<file path="src/rtl/core/wpm_pkg.sv">
`default_nettype none
// ---------------------------------------------------------------------------
// wpm_pkg
// Shared types and constants of the wildcard pattern matcher.
// ---------------------------------------------------------------------------
package wpm_pkg;

    localparam int MAX_PATTERN = 32;
    localparam int COL_W       = MAX_PATTERN + 1;
    localparam int LEN_W       = 6;
    localparam int POS_W       = 5;
    localparam int CHAR_W      = 8;
    localparam int MODE_W      = 2;
    localparam int APB_DATA_W  = 32;
    localparam int APB_ADDR_W  = 3;

    localparam logic [CHAR_W-1:0] STAR_BYTE = 8'h2A;
    localparam logic [CHAR_W-1:0] ANY_BYTE  = 8'h3F;

    // register index, taken from paddr[2]
    localparam logic REG_PATTERN_LEN = 1'b0;

    typedef enum logic [MODE_W-1:0] {
        MODE_LOAD  = 2'd0,
        MODE_START = 2'd1,
        MODE_TEXT  = 2'd2,
        MODE_NONE  = 2'd3
    } mode_t;

    // one strobe each for load, start and text items, raised when the item leaves the input register
    typedef struct packed {
        logic load;
        logic start;
        logic text;
    } col_ctrl_t;

    typedef struct packed {
        logic matched;
        logic still_possible;
    } col_result_t;

endpackage
`default_nettype wire

</file>
<file path="src/rtl/core/wpm_in_if.sv">
`default_nettype none
// ---------------------------------------------------------------------------
// wpm_in_if
// Input item channel: pattern loads, text starts and text bytes.
// ---------------------------------------------------------------------------
interface wpm_in_if;
    logic                        valid;
    logic                        ready;
    logic [wpm_pkg::MODE_W-1:0]  mode;
    logic [wpm_pkg::POS_W-1:0]   position;
    logic [wpm_pkg::CHAR_W-1:0]  char_value;

    modport source (output valid, output mode, output position, output char_value,
                    input ready);
    modport sink   (input valid, input mode, input position, input char_value,
                    output ready);
endinterface
`default_nettype wire

</file>
<file path="src/rtl/core/wpm_out_if.sv">
`default_nettype none
// ---------------------------------------------------------------------------
// wpm_out_if
// Result item channel: match flags after each start or text byte.
// ---------------------------------------------------------------------------
interface wpm_out_if;
    logic valid;
    logic ready;
    logic matched;
    logic still_possible;

    modport source (output valid, output matched, output still_possible, input ready);
    modport sink   (input valid, input matched, input still_possible, output ready);
endinterface
`default_nettype wire

</file>
<file path="src/rtl/core/wpm_apb.sv">
`default_nettype none
// ---------------------------------------------------------------------------
// wpm_apb
// Configuration register file: holds pattern_len, saturated on use.
// ---------------------------------------------------------------------------
module wpm_apb (
    input  wire logic                               clk,
    input  wire logic                               rst_n,
    input  wire logic                               psel,
    input  wire logic                               penable,
    input  wire logic                               pwrite,
    input  wire logic [wpm_pkg::APB_ADDR_W-1:0]     paddr,
    input  wire logic [wpm_pkg::APB_DATA_W-1:0]     pwdata,
    output logic      [wpm_pkg::APB_DATA_W-1:0]     prdata,
    output logic                                    pready,
    output logic      [wpm_pkg::LEN_W-1:0]          used_len
);

    logic [wpm_pkg::LEN_W-1:0] len_reg;
    logic [wpm_pkg::LEN_W-1:0] len_next;
    logic                      wr_en;
    logic                      sel_len;

    assign pready  = 1'b1;
    assign sel_len = (paddr[2] == wpm_pkg::REG_PATTERN_LEN);
    assign wr_en   = psel & penable & pwrite & pready & sel_len;

    always_comb
    begin
        len_next = len_reg;
        if (wr_en)
        begin
            len_next = pwdata[wpm_pkg::LEN_W-1:0];
        end
    end

    always_ff @(posedge clk or negedge rst_n)
    begin
        if (!rst_n)
        begin
            len_reg <= '0;
        end
        else
        begin
            len_reg <= len_next;
        end
    end

    always_comb
    begin
        prdata = '0;
        if (sel_len)
        begin
            prdata = {{(wpm_pkg::APB_DATA_W-wpm_pkg::LEN_W){1'b0}}, len_reg};
        end
    end

    // lengths above the store depth act as the full store
    assign used_len = (len_reg > wpm_pkg::LEN_W'(wpm_pkg::MAX_PATTERN)) ?
                      wpm_pkg::LEN_W'(wpm_pkg::MAX_PATTERN) : len_reg;

endmodule
`default_nettype wire

</file>
<file path="src/rtl/core/wpm_column.sv">
`default_nettype none
// ---------------------------------------------------------------------------
// wpm_column
// Pattern store and prefix match column with its single-step update.
// ---------------------------------------------------------------------------
module wpm_column (
    input  wire logic                            clk,
    input  wire logic                            rst_n,
    input  wire wpm_pkg::col_ctrl_t              ctrl,
    input  wire logic [wpm_pkg::POS_W-1:0]       position,
    input  wire logic [wpm_pkg::CHAR_W-1:0]      char_value,
    input  wire logic [wpm_pkg::LEN_W-1:0]       used_len,
    output wpm_pkg::col_result_t                 result
);

    logic [wpm_pkg::CHAR_W-1:0] store_reg [wpm_pkg::MAX_PATTERN];
    logic [wpm_pkg::COL_W-1:0]  col_reg;
    logic [wpm_pkg::COL_W-1:0]  col_next;
    logic [wpm_pkg::COL_W-1:0]  start_col;
    logic [wpm_pkg::COL_W-1:0]  text_col;
    logic [wpm_pkg::COL_W-1:0]  new_col;
    logic [wpm_pkg::MAX_PATTERN-1:0] is_star;
    logic [wpm_pkg::MAX_PATTERN-1:0] is_hit;
    logic [wpm_pkg::MAX_PATTERN-1:0] in_use;

    // every store position is covered by the position field
    always_ff @(posedge clk)
    begin
        if (ctrl.load)
        begin
            store_reg[position] <= char_value;
        end
    end

    always_comb
    begin
        for (int i = 0; i < wpm_pkg::MAX_PATTERN; i++)
        begin
            is_star[i] = (store_reg[i] == wpm_pkg::STAR_BYTE);
            is_hit[i]  = (store_reg[i] == wpm_pkg::ANY_BYTE) || (store_reg[i] == char_value);
            in_use[i]  = (wpm_pkg::LEN_W'(i + 1) <= used_len);
        end
    end

    // start: bit 0 plus the run of leading stars
    always_comb
    begin
        start_col    = '0;
        start_col[0] = 1'b1;
        for (int i = 1; i < wpm_pkg::COL_W; i++)
        begin
            start_col[i] = start_col[i-1] & is_star[i-1] & in_use[i-1];
        end
    end

    // text byte: literal or any takes the left bit, star ors in the new bit below
    always_comb
    begin
        text_col = '0;
        for (int i = 1; i < wpm_pkg::COL_W; i++)
        begin
            if (in_use[i-1])
            begin
                if (is_star[i-1])
                begin
                    text_col[i] = col_reg[i] | text_col[i-1];
                end
                else if (is_hit[i-1])
                begin
                    text_col[i] = col_reg[i-1];
                end
            end
        end
    end

    assign new_col = ctrl.start ? start_col : text_col;

    always_comb
    begin
        col_next = col_reg;
        if (ctrl.start || ctrl.text)
        begin
            col_next = new_col;
        end
    end

    always_ff @(posedge clk or negedge rst_n)
    begin
        if (!rst_n)
        begin
            col_reg <= wpm_pkg::COL_W'(1);
        end
        else
        begin
            col_reg <= col_next;
        end
    end

    // bits above the length are always clear in a fresh column
    assign result.matched        = new_col[used_len];
    assign result.still_possible = |new_col;

endmodule
`default_nettype wire

</file>
<file path="src/rtl/core/wildcard_pattern_match_core.sv">
`default_nettype none
// ---------------------------------------------------------------------------
// wildcard_pattern_match_core
// Streaming wildcard matcher with '?' and '*' over a stored pattern.
// ---------------------------------------------------------------------------
// usage:
//   item_in carries mode, position and char_value. mode load writes one
//   pattern byte, mode start opens a new text, mode text feeds one text byte.
//   item_out gives matched and still_possible for every start and text item;
//   load items and the unused mode give no result.
//   pattern_len is written over the apb port at byte address 0 while idle.
// timing:
//   an item is captured in the input register, its column update is
//   combinational and its flags land in the result register as it leaves
//   the input register. one item per cycle is sustained while item_out
//   takes each result as it is offered.
// reset:
//   pattern_len is 0 and the column holds only bit 0. pattern bytes are
//   undefined until loaded.
// stall:
//   while a result waits, the input register still drains items that give
//   no result; an item with a result waits there and item_in.ready drops.
// ---------------------------------------------------------------------------
module wildcard_pattern_match_core (
    input  wire logic                               clk,
    input  wire logic                               rst_n,
    wpm_in_if.sink                                  item_in,
    wpm_out_if.source                               item_out,
    input  wire logic                               psel,
    input  wire logic                               penable,
    input  wire logic                               pwrite,
    input  wire logic [wpm_pkg::APB_ADDR_W-1:0]     paddr,
    input  wire logic [wpm_pkg::APB_DATA_W-1:0]     pwdata,
    output logic      [wpm_pkg::APB_DATA_W-1:0]     prdata,
    output logic                                    pready
);

    logic                          s1_valid_reg;
    logic                          s1_valid_next;
    logic [wpm_pkg::MODE_W-1:0]    s1_mode_reg;
    logic [wpm_pkg::POS_W-1:0]     s1_pos_reg;
    logic [wpm_pkg::CHAR_W-1:0]    s1_char_reg;
    logic                          out_valid_reg;
    logic                          out_valid_next;
    wpm_pkg::col_result_t          res_reg;
    wpm_pkg::col_result_t          res_comb;
    wpm_pkg::col_ctrl_t            ctrl;
    logic [wpm_pkg::LEN_W-1:0]     used_len;
    logic                          has_result;
    logic                          out_free;
    logic                          s1_move;
    logic                          in_take;

    wpm_apb u_apb (
        .clk      (clk),
        .rst_n    (rst_n),
        .psel     (psel),
        .penable  (penable),
        .pwrite   (pwrite),
        .paddr    (paddr),
        .pwdata   (pwdata),
        .prdata   (prdata),
        .pready   (pready),
        .used_len (used_len)
    );

    assign has_result = (s1_mode_reg == wpm_pkg::MODE_START) ||
                        (s1_mode_reg == wpm_pkg::MODE_TEXT);
    assign out_free   = !out_valid_reg || item_out.ready;
    assign s1_move    = s1_valid_reg && (!has_result || out_free);
    assign item_in.ready = !s1_valid_reg || s1_move;
    assign in_take    = item_in.valid && item_in.ready;

    assign ctrl.load  = s1_move && (s1_mode_reg == wpm_pkg::MODE_LOAD);
    assign ctrl.start = s1_move && (s1_mode_reg == wpm_pkg::MODE_START);
    assign ctrl.text  = s1_move && (s1_mode_reg == wpm_pkg::MODE_TEXT);

    wpm_column u_column (
        .clk        (clk),
        .rst_n      (rst_n),
        .ctrl       (ctrl),
        .position   (s1_pos_reg),
        .char_value (s1_char_reg),
        .used_len   (used_len),
        .result     (res_comb)
    );

    always_comb
    begin
        s1_valid_next = s1_valid_reg;
        if (in_take)
        begin
            s1_valid_next = 1'b1;
        end
        else if (s1_move)
        begin
            s1_valid_next = 1'b0;
        end
    end

    always_comb
    begin
        out_valid_next = out_valid_reg;
        if (s1_move && has_result)
        begin
            out_valid_next = 1'b1;
        end
        else if (item_out.ready)
        begin
            out_valid_next = 1'b0;
        end
    end

    always_ff @(posedge clk or negedge rst_n)
    begin
        if (!rst_n)
        begin
            s1_valid_reg  <= 1'b0;
            out_valid_reg <= 1'b0;
        end
        else
        begin
            s1_valid_reg  <= s1_valid_next;
            out_valid_reg <= out_valid_next;
        end
    end

    always_ff @(posedge clk)
    begin
        if (in_take)
        begin
            s1_mode_reg <= item_in.mode;
            s1_pos_reg  <= item_in.position;
            s1_char_reg <= item_in.char_value;
        end
        if (s1_move && has_result)
        begin
            res_reg <= res_comb;
        end
    end

    assign item_out.valid          = out_valid_reg;
    assign item_out.matched        = res_reg.matched;
    assign item_out.still_possible = res_reg.still_possible;

endmodule
`default_nettype wire

</file>
<file path="src/flat_wrapper.sv">
// flat-port wrapper written by rule: the top's interface ports become plain ports
module wildcard_pattern_match_core_flat 
  (clk, rst_n, psel, penable, pwrite, paddr, pwdata, prdata, pready, item_in_valid, item_in_mode, item_in_position, item_in_char_value, item_in_ready, item_out_valid, item_out_matched, item_out_still_possible, item_out_ready);
  wpm_in_if item_in_i ();
  wpm_out_if item_out_i ();
  input  wire logic clk;
  input  wire logic rst_n;
  input  wire logic psel;
  input  wire logic penable;
  input  wire logic pwrite;
  input  wire logic [wpm_pkg::APB_ADDR_W-1:0] paddr;
  input  wire logic [wpm_pkg::APB_DATA_W-1:0] pwdata;
  output logic      [wpm_pkg::APB_DATA_W-1:0] prdata;
  output logic pready;
  input wire logic [$bits(item_in_i.valid)-1:0] item_in_valid;
  input wire logic [$bits(item_in_i.mode)-1:0] item_in_mode;
  input wire logic [$bits(item_in_i.position)-1:0] item_in_position;
  input wire logic [$bits(item_in_i.char_value)-1:0] item_in_char_value;
  output wire logic [$bits(item_in_i.ready)-1:0] item_in_ready;
  output wire logic [$bits(item_out_i.valid)-1:0] item_out_valid;
  output wire logic [$bits(item_out_i.matched)-1:0] item_out_matched;
  output wire logic [$bits(item_out_i.still_possible)-1:0] item_out_still_possible;
  input wire logic [$bits(item_out_i.ready)-1:0] item_out_ready;
  assign item_in_i.valid = item_in_valid;
  assign item_in_i.mode = item_in_mode;
  assign item_in_i.position = item_in_position;
  assign item_in_i.char_value = item_in_char_value;
  assign item_in_ready = item_in_i.ready;
  assign item_out_valid = item_out_i.valid;
  assign item_out_matched = item_out_i.matched;
  assign item_out_still_possible = item_out_i.still_possible;
  assign item_out_i.ready = item_out_ready;
  wildcard_pattern_match_core u_core (.clk(clk), .rst_n(rst_n), .item_in(item_in_i), .item_out(item_out_i), .psel(psel), .penable(penable), .pwrite(pwrite), .paddr(paddr), .pwdata(pwdata), .prdata(prdata), .pready(pready));
endmodule
</file>
<file path="config.mk">
export PLATFORM = sky130hd
export DESIGN_NAME = wildcard_pattern_match_core_flat
export DESIGN_NICKNAME = d
export VERILOG_FILES = /design/src/rtl/core/wpm_pkg.sv /design/src/rtl/core/wpm_in_if.sv /design/src/rtl/core/wpm_out_if.sv /design/src/rtl/core/wpm_apb.sv /design/src/rtl/core/wpm_column.sv /design/src/rtl/core/wildcard_pattern_match_core.sv /design/src/flat_wrapper.sv
export SDC_FILE = /design/constraint.sdc
export NUM_CORES = 1
export LEC_CHECK = 0
export BUFFER_PORTS_ARGS = -buffer_cell sky130_fd_sc_hd__buf_2
export CAP_MARGIN = 10
export CORE_MARGIN = 2
export CORE_UTILIZATION = 45
export CTS_BUF_LIST = sky130_fd_sc_hd__clkbuf_16
export DETAILED_ROUTE_END_ITERATION = 8
export PLACE_DENSITY = 0.74
export SLEW_MARGIN = 5
export SYNTH_ARGS = -nofsm -noshare
export SYNTH_HDL_FRONTEND = slang
export SYNTH_HIERARCHICAL = 1
export SYNTH_SLANG_ARGS = --single-unit
</file>
<file path="constraint.sdc">
create_clock -name clk -period 8.4 [get_ports clk]
set_input_delay 0 -clock clk [delete_from_list [all_inputs] [get_ports clk]]
set_output_delay 0 -clock clk [all_outputs]
set_load 0.02 [all_outputs]
</file>
Word-level counts from Yosys, hierarchy flattened

Memory sizes are Yosys's and may differ from the RTL's.
Index checks and enable logic that the tools add are counted.

Flip-flop bits (word level): 58
Bits in writable memories: 256
Input bits: 57
Output and inout port bits: 37
Logic and storage cells: 397
Memories kept: 1

$lt $le $gt $ge: 34
Equality and inequality tests: 98
Mux-type cells: 107
Bitwise gates (word level): 98
Reduce and logical (&&, ||, !) cells: 50

Memory list:

| memory                    | depth | width | read ports | clocked after memory_dff | wr ports | line             | text |
|---|---|---|---|---|---|---|---|
| u_core.u_column.store_reg | 32    | 8     | 32         | 0                        | 1        | wpm_column.sv:16 | `logic [wpm_pkg::CHAR_W-1:0] store_reg [wpm_pkg::MAX_PATTERN];` |

Operator list:

| operator           | number |
|---|---|
| $eq 8x6->1 const B | 64 |
| $eq 8x8->1         | 32 |
| $mux 1             | 103 |
| $le 5x6->1 const A | 16 |
| $and 1x1->1        | 66 |
| $le 4x6->1 const A | 8 |
| $logic_or 1x1->1   | 37 |
| $mux 33            | 1 |
| $reduce_or 33->1   | 1 |
| $or 1x1->1         | 31 |
| $le 3x6->1 const A | 4 |
| $le 2x6->1 const A | 2 |
| $mux 6             | 2 |
| $lt 6x7->1 const B | 1 |
| $bmux 1 s6         | 1 |
| $gt 6x6->1 const B | 1 |
| $le 1x6->1 const A | 1 |
| $le 6x6->1 const A | 1 |
| $logic_and 1x1->1  | 6 |
| $reduce_bool 2->1  | 2 |
| $logic_not 1->1    | 3 |
| $eq 2x1->1 const B | 1 |
| $eq 2x2->1 const B | 1 |
| $logic_not 2->1    | 1 |
| $not 1->1          | 1 |

Logic depth before layout (Yosys ltp)

Gate-level depths: netlist of the first run.
An unclocked memory read counts as a cell.

Word-level depth: 102
Mapped depth: 17
Gate-level depth less buffers: 15

Hierarchy

Netlist of the first run, hierarchy kept.

Modules (own cells, without submodules):

| module                      | instances | cells an instance | area an instance (um^2) | seq. area each (um^2) |
|---|---|---|---|---|
| wpm_column                  | 1         | 1464              | 16276.9                 | 8514.4 |
| wildcard_pattern_match_core | 1         | 36                | 680.7                   | 560.5 |
| wpm_apb                     | 1         | 54                | 539.3                   | 150.1 |

Worst setup path after synthesis of the first run

Ideal clock, no wire load.

Path type: flip-flop to flip-flop
Start: register u_core/s1_char_reg[6] (netlist name)
End: register u_core.res_reg (netlist bit u_core/item_out.matched) (data pin)
Setup time: 265 ps
Arrival time: 3540 ps
Data required time: 8135 ps
Path slack: 4594 ps
Cell stages (with the launch flop): 18
Path buffers: 4
Clock period less this slack: 3806 ps
Cell sequence: edfxtp_1 buf_4 buf_8 buf_8 buf_6 xnor2_1 nand4_1 o22ai_1 a21boi_1 nor3_1 o31ai_1 nand3_1 a311o_1 a211o_1 a41oi_2 nor4_1 nor3_2 nand3_1

RTL lines:

| what                   | line                               | text |
|---|---|---|
| start, declared        | wildcard_pattern_match_core.sv:42  | `logic [wpm_pkg::CHAR_W-1:0] s1_char_reg;` |
| start signal, assigned | wildcard_pattern_match_core.sv:134 | `s1_char_reg <= item_in.char_value;` |
| end signal, assigned   | wildcard_pattern_match_core.sv:138 | `res_reg <= res_comb;` |
| end, declared          | wildcard_pattern_match_core.sv:45  | `wpm_pkg::col_result_t res_reg;` |

==> impl_metrics.py, run 1 <==
metrics = {
    "routing": {
        "met2_length_um": 20100,
        "num_vias": 12800,
        "routed.top_layer": "met4",
        "wl_per_cell_um": 19.7,
        "drtIter0Drc": 1417,
        "wl_met1_um": 18400,
        "dr_wl_met3_um": 2930,
        "drt-pass1-iter-count": 6,
        "drc": 0,
        "vias_per_cell": 5.93,
        "wl_um": 42700,
        "drtAntennaViolNets": 0,
    },
    "placed_design": {
        "place_hpwl_um": 28500,
        "gp_congestion": 0.958,
        "io_buffers": 38,
        "placed_area_mm2": 0.0179,
        "place_worst_setup_slack_ns": 3.12,
    },
    "yosys": {
        "async_reset_ff_share_pct": 13.1,
        "netlist_top_cells_area": "edfxtp_1, xnor2_1, dfrtp_1, nor2_1, nand4_1",
        "synth_most_common_cell": "edfxtp_1",
        "avgSynthCellArea_um2": 11.3,
        "yosysTopAreaCell": "edfxtp_1",
        "synth_top_area_share_pct": 46.9,
        "yosysUniqueCellTypes": 94,
        "netlist_instances": 1554,
        "synth_area_mm2": 0.0175,
        "yosysSeqAreaShare_pct": 52.7,
        "synth-seq-cells": 314,
        "synth_commonest_cells": "edfxtp_1, xnor2_1, nor2_1",
        "ys.flop_type": "edfxtp_1",
        "synth_enable_flop_cells": 273,
        "synth_warnings": 6,
    },
    "power_and_ir_drop": {
        "ir_worst_vdd_uv": 101,
        "cellPowerDensity_mw_per_mm2": 192,
        "p_leak_nw": 6.16,
    },
    "worst_hold_path": {
        "hold_path_class": "in2async",
    },
    "finish": {
        "design_area_mm2": 0.0193,
        "largest_reg_flops": 256,
        "antennaDiodeCount": 0,
        "drive_gt1_share_pct": 9.91,
        "num-fill-cells": 3358,
        "syn2layout_area_growth_pct": 10.1,
        "nNetsFinal": 1679,
    },
    "setup_path": {
        "slowest_stage": "nor2b_1",
        "cpMostUsedCell": "nor3_1",
        "critical_path.n_buffers_inverters": 1,
        "cp_data_required_time_ns": 8.76,
        "critical_path.max_stage_delay_ns": 0.92,
        "path_max_fanout": 27,
        "cp-end-kind": "register",
        "path_cells": "buf_4, nor2b_1, or2_1, o2111ai_1, nor3_1, nand3_1, nor3_1, nor3b_2, nand2_1, o21a_1, a21oi_1, nor4_1, nand4_1, nor3_1, nand4_1",
        "path_delay_family": "simple AND/OR/NAND/NOR gates",
        "worstSetupPathType": "reg2reg",
        "start_kind": "register",
        "critPathArrivalTime_ns": 5.75,
    },
    "clock_tree": {
        "cts_tree": "yes",
        "cts_setup_buffers": 0,
        "cts_buffer_depth": 3,
        "htree_levels": 2,
        "clockRootBuffer": "clkbuf_16",
        "clkSinkCount": 314,
        "cts_buffers": 34,
        "hold_buffers": 31,
        "clk_pin_slew_ns": 0.07,
        "cts_resized": 0,
        "worstSkewPairLatency_ns": 0.53,
    },
    "grt": {
        "antenna_found_initial": 0,
        "grt_use_total_pct": 20.9,
        "grt_pass1_vias": 12600,
        "grt_max_degree": 47,
        "grt_first_pass_wirelength_um": 67700,
        "gr-total-overflow": 0,
    },
    "flow_run": {
        "cap_violations": 0,
    },
    "timing": {
        "post-route-period-util_pct": 64.2,
        "slew_headroom_pct": 22.2,
        "setup_viol": 0,
        "period_minus_slack_ns": 5.39,
        "tns_ns": 0,
        "clock_skew_ns": 0.0238,
        "worst_pin_slew_ns": 1.16,
        "clock.fmax_ghz": 0.186,
        "hold_viol_final": 0,
        "slew_viol_final": 0,
        "setup_slack_ns": 3.01,
        "grt_setup_unrepaired": "false",
    },
    "floorplan": {
        "initial_utilization_pct": 45.4,
        "die_area_mm2": 0.0405,
        "die_w_um": 201,
        "fp.coreArea_mm2": 0.0386,
        "io_pins": 94,
        "die_h_um": 201,
        "rows": 72,
    },
    "outcome": {
        "outcome": "complete, no violations",
    },
}
-- cells by family after synthesis --
logic type / count (synthesis) / share of synthesized area [%]
compound gates: 256 / 9.82
xor+xnor: 256 / 12.8
fa+ha+maj: 3 / 0.215
buf+inv: 117 / 4.71
flops: 314 / 52.7
mux: 12 / 0.801
other cells: 2 / 0.0429
simple gates: 594 / 18.9
-- through the flow --
step                util, %  power [W]  hold slack (ns)  std cells
floorplan                 -    0.00218           -0.296       1579
global placement       46.4    0.00229            0.147       2070
detailed placement     46.4    0.00230            0.155       2070
CTS                    49.9    0.00371            0.149       2163
global route           49.9    0.00384            0.191       2163
finish                 49.9    0.00370            0.135       2163
-- path summary, 6_finish.rpt --
path	startpoint	endpoint	slack, ns	cells after the start
max	u_core/u_apb/len_reg[5]	u_core/item_out.still_possible	3.01	15
min	rst_n	u_core/u_column/col_reg[13]	0.14	3
max reg2reg	u_core/u_apb/len_reg[5]	u_core/item_out.still_possible	3.01	15
min reg2reg	u_core/u_column/col_reg[0]	u_core/u_column/col_reg[0]	0.50	2
max in group asynchronous	rst_n	u_core/u_column/col_reg[21]	7.84	3
min in group clk	item_in_mode[0]	u_core/s1_mode_reg[0]	0.19	2
-- tightest hold or removal path: cells and delay by family --
| family | cells | cell delay (ns) |
|---|---|---|
| buf+inv | 3 | 1.13 |
-- power by group --
part,switching (W),internal (W)
logic,0.000331,0.000173
clock network,0.000605,0.000794
registers,0.0000452,0.00175
total,0.000981,0.00272
-- routing by layer --
layer	vias up	GRT usage, %
met1	6254	28.4
met3	97	2.83
li1	5934	-
met4	0	8.51
met2	534	33.9
met5	-	0
-- cell type report --
cell class                      instances  area, µm²  share of cell area [%]
Clock inverter                         27        170                   0.884
Clock buffer                           35        876                    4.55
Timing Repair Buffer                   95        696                    3.61
Inverter                               26       97.6                   0.507
Tap cell                              518        648                    3.37
Multi-Input combinational cell       1148       7540                    39.2
Sequential cell                       314       9230                    47.9
-- cells in the final DEF (no fill, tap or decap), types with 29 or more instances in the layout --
cell           count
a21oi_1           71
and3_1            29
buf_2             38
clkbuf_16         35
dfrtp_1           40
dlygate4sd3_1     31
edfxtp_1         273
inv_1             31
nand2_1           72
nand3_1           58
nand4_1           79
nor2_1           151
nor3_1            48
o21ai_0           41
xnor2_1          218
xor2_1            38
No activity file was read; power rests on OpenSTA's default activity.
==> run 2: changes to the inputs <==
--- a/config.mk
+++ b/config.mk
@@ -11,7 +11,7 @@
 export CORE_UTILIZATION = 45
 export CTS_BUF_LIST = sky130_fd_sc_hd__clkbuf_16
 export DETAILED_ROUTE_END_ITERATION = 8
-export PLACE_DENSITY = 0.74
+export PLACE_DENSITY = 0.76
 export SLEW_MARGIN = 5
 export SYNTH_ARGS = -nofsm -noshare
 export SYNTH_HDL_FRONTEND = slang
==> constraint.sdc (replaced) <==
create_clock -name clk -period 4.55 [get_ports clk]
set_input_delay 0 -clock clk [delete_from_list [all_inputs] [get_ports clk]]
set_output_delay 0 -clock clk [all_outputs]
set_load 0.02 [all_outputs]
==> run 2 against run 1 <==
  * Critical endpoint is now u_core/item_out.matched
  * Non-clock buffer count increased by 54
  * Clock-buffer cell count grew 3
  * Register-to-register slack lost 2.7 ns
  * Setup slack got worse by 2.7 ns
  * Highest routed layer unchanged
  * Cell count grew 2.6%
  * Critical path depth is the same
  * Sequential power increased by 85%
==> impl_metrics.py, run 2 (same netlist as run 1, synthesis figures left out) <==
metrics = {
    "timing": {
        "post-route-period-util_pct": 93.9,
        "slew_viol_final": 0,
        "tns_ns": 0,
        "slew_headroom_pct": 33.2,
        "grt_setup_unrepaired": "false",
        "hold_viol_final": 0,
        "clock.fmax_ghz": 0.234,
        "worst_pin_slew_ns": 1.00,
        "clock_skew_ns": 0.0115,
        "setup_viol": 0,
        "period_minus_slack_ns": 4.27,
    },
    "floorplan": {
        "die_area_mm2": 0.0405,
        "fp.coreArea_mm2": 0.0386,
        "rows": 72,
        "die_w_um": 201,
        "io_pins": 94,
        "die_h_um": 201,
        "initial_utilization_pct": 45.4,
    },
    "setup_path": {
        "path_delay_family": "compound AO/OA/AOI/OAI gates",
        "worstSetupPathType": "reg2reg",
        "cp_data_required_time_ns": 4.94,
        "start_kind": "register",
        "path_max_fanout": 9,
        "cp-end-kind": "register",
        "critPathArrivalTime_ns": 4.67,
        "path_cells": "buf_4, buf_4, xnor2_1, nand4_1, o31ai_1, o22ai_1, a21o_1, a31o_2, a221oi_2, a31oi_1, o31a_1, a21boi_0, nand2_1, o2111ai_1, nand3_1",
        "cpMostUsedCell": "buf_4",
        "slowest_stage": "edfxtp_1",
        "critical_path.max_stage_delay_ns": 0.68,
        "critical_path.n_buffers_inverters": 2,
    },
    "finish": {
        "drive_gt1_share_pct": 13.0,
        "final_common_cell": "edfxtp_1",
        "utilization_pct": 51.6,
        "largest_reg_flops": 256,
        "design_area_mm2": 0.0199,
        "final_cell_mix": "edfxtp_1, xnor2_1, nor2_1, nand4_1, nand2_1",
        "syn2layout_area_growth_pct": 13.6,
        "nNetsFinal": 1735,
    },
    "clock_tree": {
        "cts_setup_buffers": 0,
        "htree_levels": 2,
        "cts_buffers": 36,
        "clk_pin_slew_ns": 0.06,
        "worstSkewPairLatency_ns": 0.53,
        "cts_buffer_depth": 3,
        "clockRootBuffer": "clkbuf_16",
        "clkSinkCount": 314,
        "cts_tree": "yes",
    },
    "power_and_ir_drop": {
        "cellPowerDensity_mw_per_mm2": 357,
        "clkPwrFrac_pct": 38.6,
        "seqPwrFrac_pct": 47.0,
        "switchingPower_w": 0.00184,
        "sw_frac_of_total_pct": 26.0,
        "combPwrFrac_pct": 14.4,
        "p_leak_nw": 6.51,
        "p_int_w": 0.00525,
        "ir_worst_vdd_uv": 267,
    },
    "flow_run": {
        "cap_violations": 0,
    },
    "routing": {
        "wl_um": 44300,
        "drtAntennaViolNets": 0,
        "drt-pass1-iter-count": 6,
        "wl_per_cell_um": 19.9,
        "drtIter0Drc": 1405,
        "num_vias": 13200,
        "drc": 0,
        "vias_per_cell": 5.95,
    },
    "grt": {
        "grt_use_total_pct": 21.6,
        "grt_max_degree": 46,
        "grt_first_pass_wirelength_um": 70000,
        "grt_pass1_vias": 13000,
        "gr-total-overflow": 0,
        "antenna_found_initial": 1,
    },
    "worst_hold_path": {
        "hold_path_class": "in2async",
    },
    "placed_design": {
        "gp_congestion": 0.972,
        "place_hpwl_um": 31200,
        "placed_area_mm2": 0.0184,
        "io_buffers": 38,
    },
    "outcome": {
        "outcome": "complete, no violations",
    },
}
## run 2: power groups by stage
stage	Sequential, W	Clock, W	Combinational (W)
after global placement	0.00338	0	0.000943
final	0.00333	0.00274	0.00102
after detailed placement	0.00338	0	0.000966
after CTS	0.00333	0.00277	0.00100
after floorplan	0.00337	0	0.000664
after global routing	0.00334	0.00289	0.00110
## run 2: what timing repair did
| item | in CTS | in global routing |
|---|---|---|
| resized for setup | 0 | 1 |
| setup endpoints to repair | 0 | 1 |
| hold buffers | 31 | 0 |
| endpoints found under the hold margin | 64 | 0 |
## run 2: worst min-delay path, stage by stage
cell	delay (ns)
dlygate4sd3_1	0.52
buf_2	0.10
buf_4	0.50
## run 2: final timing paths
kind / startpoint / end / slack, ns / depth (start not counted)
worst min register to register: u_core/u_column/col_reg[0] / u_core/u_column/col_reg[0] / 0.51 / 2
max in group asynchronous: rst_n / u_core/u_column/col_reg[1] / 4.00 / 3
worst max-delay path: u_core/s1_char_reg[5] / u_core/item_out.matched / 0.28 / 15
worst min-delay path: rst_n / u_core/u_column/col_reg[31] / 0.12 / 3
worst max register to register: u_core/s1_char_reg[5] / u_core/item_out.matched / 0.28 / 15
min in group clk: item_in_char_value[5] / u_core/s1_char_reg[5] / 0.18 / 2
## run 2: per-stage QoR
step	instances	setup WS [ns]	power, W	hold slack, ns
2_1_floorplan	1579	0.744	0.00403	-0.296
3_3_place_gp	2124	0.446	0.00432	0.140
3_5_place_dp	2124	0.400	0.00435	0.146
4_1_cts	2219	0.368	0.00710	0.135
5_1_grt	2219	0.110	0.00733	0.184
6_report	2220	0.278	0.00709	0.120
## run 2: layer usage
layer / global-route usage (%) / share of wire [%] / vias up
met5: 0 / 0 / -
met4: 7.30 / 2.7 / 0
met3: 3.68 / 7.9 / 86
met2: 35.9 / 47 / 604
met1: 28.7 / 42 / 6473
li1: - / - / 6040
## run 2: layout make-up
| type | count | area (µm²) |
|---|---|---|
| Fill cell | 3314 | 18700 |
| Sequential cell | 314 | 9230 |
| Multi-Input combinational cell | 1148 | 7550 |
| Timing Repair Buffer | 149 | 1230 |
| Clock buffer | 38 | 951 |
| Tap cell | 518 | 648 |
| Clock inverter | 26 | 183 |
| Inverter | 26 | 97.6 |
| Antenna cell | 1 | 2.50 |
